===== src/rtl/core/sau_pkg.sv =====
package sau_pkg;

  localparam int unsigned DATA_W      = 32;
  localparam int unsigned CMD_W       = 3;
  localparam int unsigned ENTRY_W     = 7;
  localparam int unsigned STACK_DEPTH = 64;

  localparam logic [CMD_W-1:0] CMD_PUSH = 3'd0;
  localparam logic [CMD_W-1:0] CMD_ADD  = 3'd1;
  localparam logic [CMD_W-1:0] CMD_SUB  = 3'd2;
  localparam logic [CMD_W-1:0] CMD_MUL  = 3'd3;
  localparam logic [CMD_W-1:0] CMD_DIV  = 3'd4;
  localparam logic [CMD_W-1:0] CMD_NOP  = 3'd5;

  typedef enum logic [1:0] {
    STAT_OK       = 2'd0,
    STAT_SHORT    = 2'd1,
    STAT_DIVZERO  = 2'd2,
    STAT_OVERFLOW = 2'd3
  } status_t;

  typedef enum logic [1:0] {
    ST_IDLE,
    ST_EXEC,
    ST_DIVW
  } state_t;

endpackage


===== src/rtl/core/sau_ram.sv =====
module sau_ram #(
  parameter int unsigned WIDTH = 32,
  parameter int unsigned DEPTH = 64
) (
  input  logic                     clk,
  input  logic                     we,
  input  logic [$clog2(DEPTH)-1:0] waddr,
  input  logic [WIDTH-1:0]         wdata,
  input  logic [$clog2(DEPTH)-1:0] raddr,
  output logic [WIDTH-1:0]         rdata
);

  logic [WIDTH-1:0] mem [DEPTH];
  logic [WIDTH-1:0] rdata_r;

  always_ff @(posedge clk) begin
    if (we) begin
      mem[waddr] <= wdata;
    end
    rdata_r <= mem[raddr];
  end

  assign rdata = rdata_r;

endmodule


===== src/rtl/core/sau_div.sv =====
module sau_div (
  input  logic        clk,
  input  logic        rst_n,
  input  logic        start,
  input  logic [31:0] dividend,
  input  logic [31:0] divisor,
  output logic        done,
  output logic [31:0] quotient
);

  logic        busy_r;
  logic        done_r;
  logic [4:0]  iter_r;
  logic        neg_r;
  logic [31:0] rem_r;
  logic [31:0] quo_r;
  logic [31:0] dvs_r;
  logic [32:0] trial;
  logic [31:0] dividend_mag;
  logic [31:0] divisor_mag;

  assign dividend_mag = dividend[31] ? (32'd0 - dividend) : dividend;
  assign divisor_mag  = divisor[31] ? (32'd0 - divisor) : divisor;
  assign trial        = {rem_r, quo_r[31]} - {1'b0, dvs_r};

  always_ff @(posedge clk) begin
    if (!rst_n) begin
      busy_r <= 1'b0;
      done_r <= 1'b0;
      iter_r <= 5'd0;
    end else begin
      done_r <= 1'b0;
      if (start) begin
        busy_r <= 1'b1;
        iter_r <= 5'd0;
      end else if (busy_r) begin
        iter_r <= iter_r + 5'd1;
        if (iter_r == 5'd31) begin
          busy_r <= 1'b0;
          done_r <= 1'b1;
        end
      end
    end
  end

  // One quotient bit per cycle, restoring, on the magnitudes.
  always_ff @(posedge clk) begin
    if (start) begin
      neg_r <= dividend[31] ^ divisor[31];
      rem_r <= 32'd0;
      quo_r <= dividend_mag;
      dvs_r <= divisor_mag;
    end else if (busy_r) begin
      if (!trial[32]) begin
        rem_r <= trial[31:0];
      end else begin
        rem_r <= {rem_r[30:0], quo_r[31]};
      end
      quo_r <= {quo_r[30:0], ~trial[32]};
    end
  end

  assign done     = done_r;
  assign quotient = neg_r ? (32'd0 - quo_r) : quo_r;

endmodule


===== src/rtl/core/stack_arithmetic_unit.sv =====
// Push, nop, unused codes, overflow and a short stack: strobe in the cycle after the transfer.
// Add, sub, mul and a zero divisor: via ST_EXEC, set by the registered read of the second entry.
// Div: via ST_EXEC and ST_DIVW, set by the 32 iterations of the bit-serial divider.
// One item at a time: busy is high while an add, sub, mul or div executes; results cannot be stalled.
// Synchronous active-low reset empties the stack; the operand memory is not cleared.
module stack_arithmetic_unit #(
  parameter int unsigned STACK_DEPTH = sau_pkg::STACK_DEPTH
) (
  input  logic               clk,
  input  logic               rst_n,
  input  logic               start,
  output logic               busy,
  input  logic [2:0]         in_cmd,
  input  logic signed [31:0] in_push_value,
  output logic               out_strobe,
  output logic [1:0]         out_status,
  output logic signed [31:0] out_top_value,
  output logic [6:0]         out_entry_count
);

  localparam int unsigned AW    = $clog2(STACK_DEPTH);
  localparam int unsigned CNT_W = $clog2(STACK_DEPTH + 1);

  sau_pkg::state_t  state_r, state_nxt;
  sau_pkg::status_t status_nxt;

  logic [CNT_W-1:0] cnt_r, cnt_nxt, cnt_m2;
  logic [31:0]      top_r, top_nxt;
  logic [2:0]       cmd_r;
  logic             accept;
  logic             full;
  logic             short_stack;
  logic             is_arith;
  logic             fin;

  logic             we;
  logic [AW-1:0]    waddr;
  logic [31:0]      wdata;
  logic [31:0]      second;
  logic [31:0]      alu;

  logic             div_start;
  logic             div_done;
  logic [31:0]      quotient;

  logic             out_strobe_r;
  logic [1:0]       out_status_r;
  logic [31:0]      out_top_r;
  logic [6:0]       out_count_r;

  assign accept      = start && (state_r == sau_pkg::ST_IDLE);
  assign full        = cnt_r >= CNT_W'(STACK_DEPTH);
  assign short_stack = cnt_r < CNT_W'(2);
  assign cnt_m2      = cnt_r - CNT_W'(2);
  assign is_arith    = (in_cmd == sau_pkg::CMD_ADD) || (in_cmd == sau_pkg::CMD_SUB) ||
                       (in_cmd == sau_pkg::CMD_MUL) || (in_cmd == sau_pkg::CMD_DIV);

  sau_ram #(
    .WIDTH (sau_pkg::DATA_W),
    .DEPTH (STACK_DEPTH)
  ) u_ram (
    .clk   (clk),
    .we    (we),
    .waddr (waddr),
    .wdata (wdata),
    .raddr (cnt_m2[AW-1:0]),
    .rdata (second)
  );

  sau_div u_div (
    .clk      (clk),
    .rst_n    (rst_n),
    .start    (div_start),
    .dividend (second),
    .divisor  (top_r),
    .done     (div_done),
    .quotient (quotient)
  );

  always_comb begin
    case (cmd_r)
      sau_pkg::CMD_ADD: alu = second + top_r;
      sau_pkg::CMD_SUB: alu = second - top_r;
      default:          alu = second * top_r;
    endcase
  end

  always_comb begin
    state_nxt = state_r;
    unique case (state_r)
      sau_pkg::ST_IDLE: begin
        if (accept && is_arith && !short_stack) begin
          state_nxt = sau_pkg::ST_EXEC;
        end
      end
      sau_pkg::ST_EXEC: begin
        if ((cmd_r == sau_pkg::CMD_DIV) && (top_r != 32'd0)) begin
          state_nxt = sau_pkg::ST_DIVW;
        end else begin
          state_nxt = sau_pkg::ST_IDLE;
        end
      end
      sau_pkg::ST_DIVW: begin
        if (div_done) begin
          state_nxt = sau_pkg::ST_IDLE;
        end
      end
      default: state_nxt = sau_pkg::ST_IDLE;
    endcase
  end

  // The entry below the top is read every cycle, but its data is used only in the
  // cycle after a transfer, by which time every earlier write has landed.
  always_comb begin
    cnt_nxt    = cnt_r;
    top_nxt    = top_r;
    we         = 1'b0;
    waddr      = cnt_m2[AW-1:0];
    wdata      = alu;
    div_start  = 1'b0;
    fin        = 1'b0;
    status_nxt = sau_pkg::STAT_OK;
    unique case (state_r)
      sau_pkg::ST_IDLE: begin
        if (accept) begin
          if (in_cmd == sau_pkg::CMD_PUSH) begin
            fin = 1'b1;
            if (full) begin
              status_nxt = sau_pkg::STAT_OVERFLOW;
            end else begin
              we      = 1'b1;
              waddr   = cnt_r[AW-1:0];
              wdata   = in_push_value;
              top_nxt = in_push_value;
              cnt_nxt = cnt_r + CNT_W'(1);
            end
          end else if (is_arith) begin
            if (short_stack) begin
              fin        = 1'b1;
              status_nxt = sau_pkg::STAT_SHORT;
            end
          end else begin
            fin = 1'b1;
          end
        end
      end
      sau_pkg::ST_EXEC: begin
        if (cmd_r == sau_pkg::CMD_DIV) begin
          if (top_r == 32'd0) begin
            fin        = 1'b1;
            status_nxt = sau_pkg::STAT_DIVZERO;
          end else begin
            div_start = 1'b1;
          end
        end else begin
          fin     = 1'b1;
          we      = 1'b1;
          top_nxt = alu;
          cnt_nxt = cnt_r - CNT_W'(1);
        end
      end
      sau_pkg::ST_DIVW: begin
        if (div_done) begin
          fin     = 1'b1;
          we      = 1'b1;
          wdata   = quotient;
          top_nxt = quotient;
          cnt_nxt = cnt_r - CNT_W'(1);
        end
      end
      default: begin
        fin = 1'b0;
      end
    endcase
  end

  always_ff @(posedge clk) begin
    if (!rst_n) begin
      state_r      <= sau_pkg::ST_IDLE;
      cnt_r        <= '0;
      out_strobe_r <= 1'b0;
    end else begin
      state_r      <= state_nxt;
      cnt_r        <= cnt_nxt;
      out_strobe_r <= fin;
    end
  end

  always_ff @(posedge clk) begin
    top_r <= top_nxt;
    if (accept) begin
      cmd_r <= in_cmd;
    end
    if (fin) begin
      out_status_r <= status_nxt;
      out_top_r    <= (cnt_nxt == '0) ? 32'd0 : top_nxt;
      out_count_r  <= sau_pkg::ENTRY_W'(cnt_nxt);
    end
  end

  assign busy            = (state_r != sau_pkg::ST_IDLE);
  assign out_strobe      = out_strobe_r;
  assign out_status      = out_status_r;
  assign out_top_value   = out_top_r;
  assign out_entry_count = out_count_r;

endmodule


===== config.mk =====
export PLATFORM = sky130hd
export DESIGN_NAME = stack_arithmetic_unit
export DESIGN_NICKNAME = d
export VERILOG_FILES = /design/src/rtl/core/sau_pkg.sv /design/src/rtl/core/sau_ram.sv /design/src/rtl/core/sau_div.sv /design/src/rtl/core/stack_arithmetic_unit.sv
export SDC_FILE = /design/constraint.sdc
export NUM_CORES = 2
export LEC_CHECK = 0
export BUFFER_PORTS_ARGS = -buffer_cell sky130_fd_sc_hd__buf_2
export CAP_MARGIN = 20
export CORE_ASPECT_RATIO = 2
export CORE_MARGIN = 10
export CORE_UTILIZATION = 50
export DETAILED_ROUTE_END_ITERATION = 10
export PLACE_DENSITY = 0.68
export SETUP_SLACK_MARGIN = 0.2
export SLEW_MARGIN = 25
export SYNTH_ARGS = -nofsm -noshare
export SYNTH_HDL_FRONTEND = slang
export SYNTH_HIERARCHICAL = 1
export SYNTH_SLANG_ARGS = --single-unit

===== constraint.sdc =====
create_clock -name clk -period 10.95 [get_ports clk]
set_clock_uncertainty 0.2 [all_clocks]
set_input_delay 1.6425 -clock clk [delete_from_list [all_inputs] [get_ports clk]]
set_output_delay 1.6425 -clock clk [all_outputs]
set_load 0.01 [all_outputs]

==> metrics.csv <==
stage,metric,value,unit
outcome,outcome,"complete, but fails checks",
outcome,violations,"max-capacitance violations, max-slew violations",
detailed_routing,ant_nets,0,
detailed_routing,drt_pass1_iterations,8,
timing,relSlewSlack,-0.0628,
layout,multiInputGateArea,0.0393,mm²
worst_setup_path,cp_slowest_cell,dfxtp_1,
global_routing,grt.overflow.total,0,
synth,synth_top_area_cell,edfxtp_1,
floorplanning,fp-row-count,242,
worst_setup_path,cp_slowest_stage_delay,1.03,ns
floorplanning,die_area,0.238,mm²
floorplanning,die_y,680,µm
worst_setup_path,cp_cell_sequence,buf_4 -> nand2_1 -> fa_1 -> inv_1 -> fa_1 -> fa_1 -> inv_1 -> fa_1 -> inv_1 -> fa_1 -> ha_1 -> fa_1 -> fa_1 -> ha_1 -> a211o_1 -> a21oi_1 -> o2bb2ai_1 -> a21boi_0 -> xor2_1 -> mux2i_1 -> a21o_2 -> buf_4,
worst_setup_path,start_kind,flop,
layout,syn_to_final_growth,10.6,%
layout,fin_util,0.555,
detailed_routing,wl_per_cell,35.7,µm
synth,ys_seq_area_frac,0.616,
min_path,hp-start,u_div/rem_r[1],
clocking,clk_latency,0.90,ns
synth,ys_ff_latch,2270,
timing,finalSetupViolations,0,
layout,fin_area,0.120,mm²
worst_setup_path,required,11.30,ns
layout,nFillCells,16800,
layout,fin_nets,7575,
detailed_routing,met3_length,27.0,mm
worst_setup_path,r2r_cells,22,
detailed_routing,dr_total_vias,64200,
clocking,clock-sinks,2270,
min_path,hold_path.class,flop to flop,
detailed_routing,dr.max_layer_used,met5,
clocking,cts_resized,0,
worst_setup_path,worstReg2RegStart,top_r[9],
min_path,holdPathEnd,u_div/rem_r[2],
clocking,cts_tree,done,
worst_setup_path,r2r_slack,1.20,ns
floorplanning,core,0.217,mm²
timing,fmaxAchievable,0.103,GHz
clocking,post-cts-setup-buffers,0,
clocking,htreeDepth,4,
worst_setup_path,crit_type,flop to flop,
synth,syn_nets,7412,
detailed_routing,avgViaCountPerCell,6.48,
worst_setup_path,worstPathMaxFanout,39,
synth,synth_cell_types,93,
global_routing,antenna_found_initial,34,
synth,synth_cells,6765,
min_path,min_path_cells,2,
global_routing,grt_pass1_vias,66300,
worst_setup_path,arrival,10.10,ns
synth,yosysWarnings,6,
placed_design,portBuffers,80,
placed_design,dp_hpwl,235,mm
detailed_routing,routed_wl,354,mm
floorplanning,start_util,0.502,
layout,final_common_cell,edfxtp_1,
worst_setup_path,crit_path_start,top_r[9],
timing,slew_viol_final,7,
timing,rsz0062_at_grt,false,
worst_setup_path,r2r-end,u_ram/mem[21][22],
synth,synthArstFlopShare,0,
clocking,clk_path_buf_depth,4,
synth,synth_area_leaders,"edfxtp_1 (60%), mux4_2 (11%), fa_1 (7.5%)",
timing,final_hold_viol_count,0,
clocking,cts_buffers,195,
clocking,path_clk_slew,0.07,ns
clocking,cts_root_buffer,clkbuf_16,
floorplanning,io-pin-count,81,
layout,mostFrequentLayoutCells,"edfxtp_1 (2,157), mux4_2 (544), inv_1 (451)",
synth,syn_area,0.109,mm²
job,drv_cap,1,
floorplanning,die_w,350,µm
detailed_routing,met2WireLength,180,mm
timing,fin_crit,9.75,ns
timing,hold_slack,0.300,ns
synth,synth_area_per_cell,16.1,µm²
worst_setup_path,crit_top_cell,fa_1,
timing,min_period_over_period,0.891,
timing,worst_pin_slew,1.59,ns
layout,seq_area,0.0670,mm²
global_routing,grt_max_degree,123,
placed_design,placed_area,0.114,mm²
global_routing,grt_pass1_wl,497,mm
worst_setup_path,end_kind,flop,
synth,synth_ff_type,edfxtp_1,
detailed_routing,drc,0,
layout,layout-drive-gt1-share,0.185,
synth,synth_edf_count,2157,
timing,fin_tns_setup,0,ns
clocking,hold_buffers,0,
global_routing,track_usage,0.299,
detailed_routing,initialDrtViolationCount,7001,
synth,synth_top_area_share,0.596,
placed_design,place_congestion,1.06,
detailed_routing,wl_met1,105,mm
[critical path, delay by kind of cell (launching register included)]
family          cells  cell delay [ns]
compound gates      5             1.64
xor+xnor            1             0.91
fa+ha+maj           9             4.10
buf+inv             5             1.05
flops               1             1.03
mux                 1             0.23
simple gates        1             0.13
[stage by stage]
stage                     setup WS, ns  cells
after floorplan                  0.667   6765
final                             1.20   9911
after detailed placement          1.46   9534
after CTS                         1.40   9875
after global placement            1.56   9531
after global routing              1.04   9895
[cells in the mapped netlist (21+ instances only)]
cell and n:
and2_1 337, mux2i_1 109, a21o_1 50, o31ai_1 36, inv_1 453, o22ai_1 88, nand2_1 451, nand3_1 36
nand2b_1 30, a311oi_1 39, xnor2_1 164, nor2_1 299, o221ai_1 34, o21ai_0 114, edfxtp_1 2157, nor3_1 37
dfxtp_1 113, a21oi_1 201, buf_1 30, fa_1 410, nor2b_1 34, or3_1 21, clkbuf_1 240, buf_2 61
ha_1 199, xor2_1 100, buf_4 26, a22oi_1 30, o21a_1 22, mux4_2 544
[sequential cells by signal (all words and copies together) (netlist names)]
register,flops
u_div/quo_r,32
u_ram/rdata,32
cnt_r,7
cmd_r,3
out_status,2
out_top_value,32
u_div/dvs_r,32
out_entry_count,7
u_div/iter_r,5
u_div/rem_r,32
u_div/neg_r,1
top_r,32
out_strobe,1
u_ram/mem,2048
state_r,2
u_div/busy_r,1
u_div/done,1
[layer usage]
layer | vias up | GRT usage
met3 | 1351 | 0.0550
li1 | 25800 | -
met4 | 6 | 0.289
met1 | 33300 | 0.303
met2 | 3763 | 0.510
met5 | - | 0
[final cells by class]
cell class | instances | share of cell area
Clock inverter | 108 | 0.00841
Inverter | 454 | 0.0143
Clock buffer | 233 | 0.0423
Antenna cell | 33 | 0.000687
Tap cell | 2806 | 0.0292
Timing Repair Buffer | 328 | 0.0205
Sequential cell | 2270 | 0.558
Multi-Input combinational cell | 3679 | 0.327
[kinds of logic (layout without fill, tap and decap cells)]
group / after synthesis / after routing / share of synthesized area
flops: 2270 / 2270 / 0.616
simple gates: 1367 / 1367 / 0.0625
buf+inv: 816 / 1123 / 0.0301
compound gates: 783 / 783 / 0.0482
mux: 654 / 654 / 0.123
fa+ha+maj: 609 / 609 / 0.0984
xor+xnor: 266 / 266 / 0.0216
other cells: 0 / 33 / 0
[how the worst max path moves through the flow]
stage                                   end  slack (ns)  cells after the start
after floorplan            u_ram/mem[0][28]        0.67                     25
after global placement    u_ram/mem[10][31]        1.56                     26
after detailed placement  u_ram/mem[16][30]        1.46                     24
after CTS                 u_ram/mem[17][30]        1.40                     24
after global routing      u_ram/mem[40][30]        1.04                     26
final                     u_ram/mem[21][22]        1.20                     22
Power is left out: the tool's default activity adds up to more than one toggle a clock period on the data nets, which glitch-free logic cannot reach.
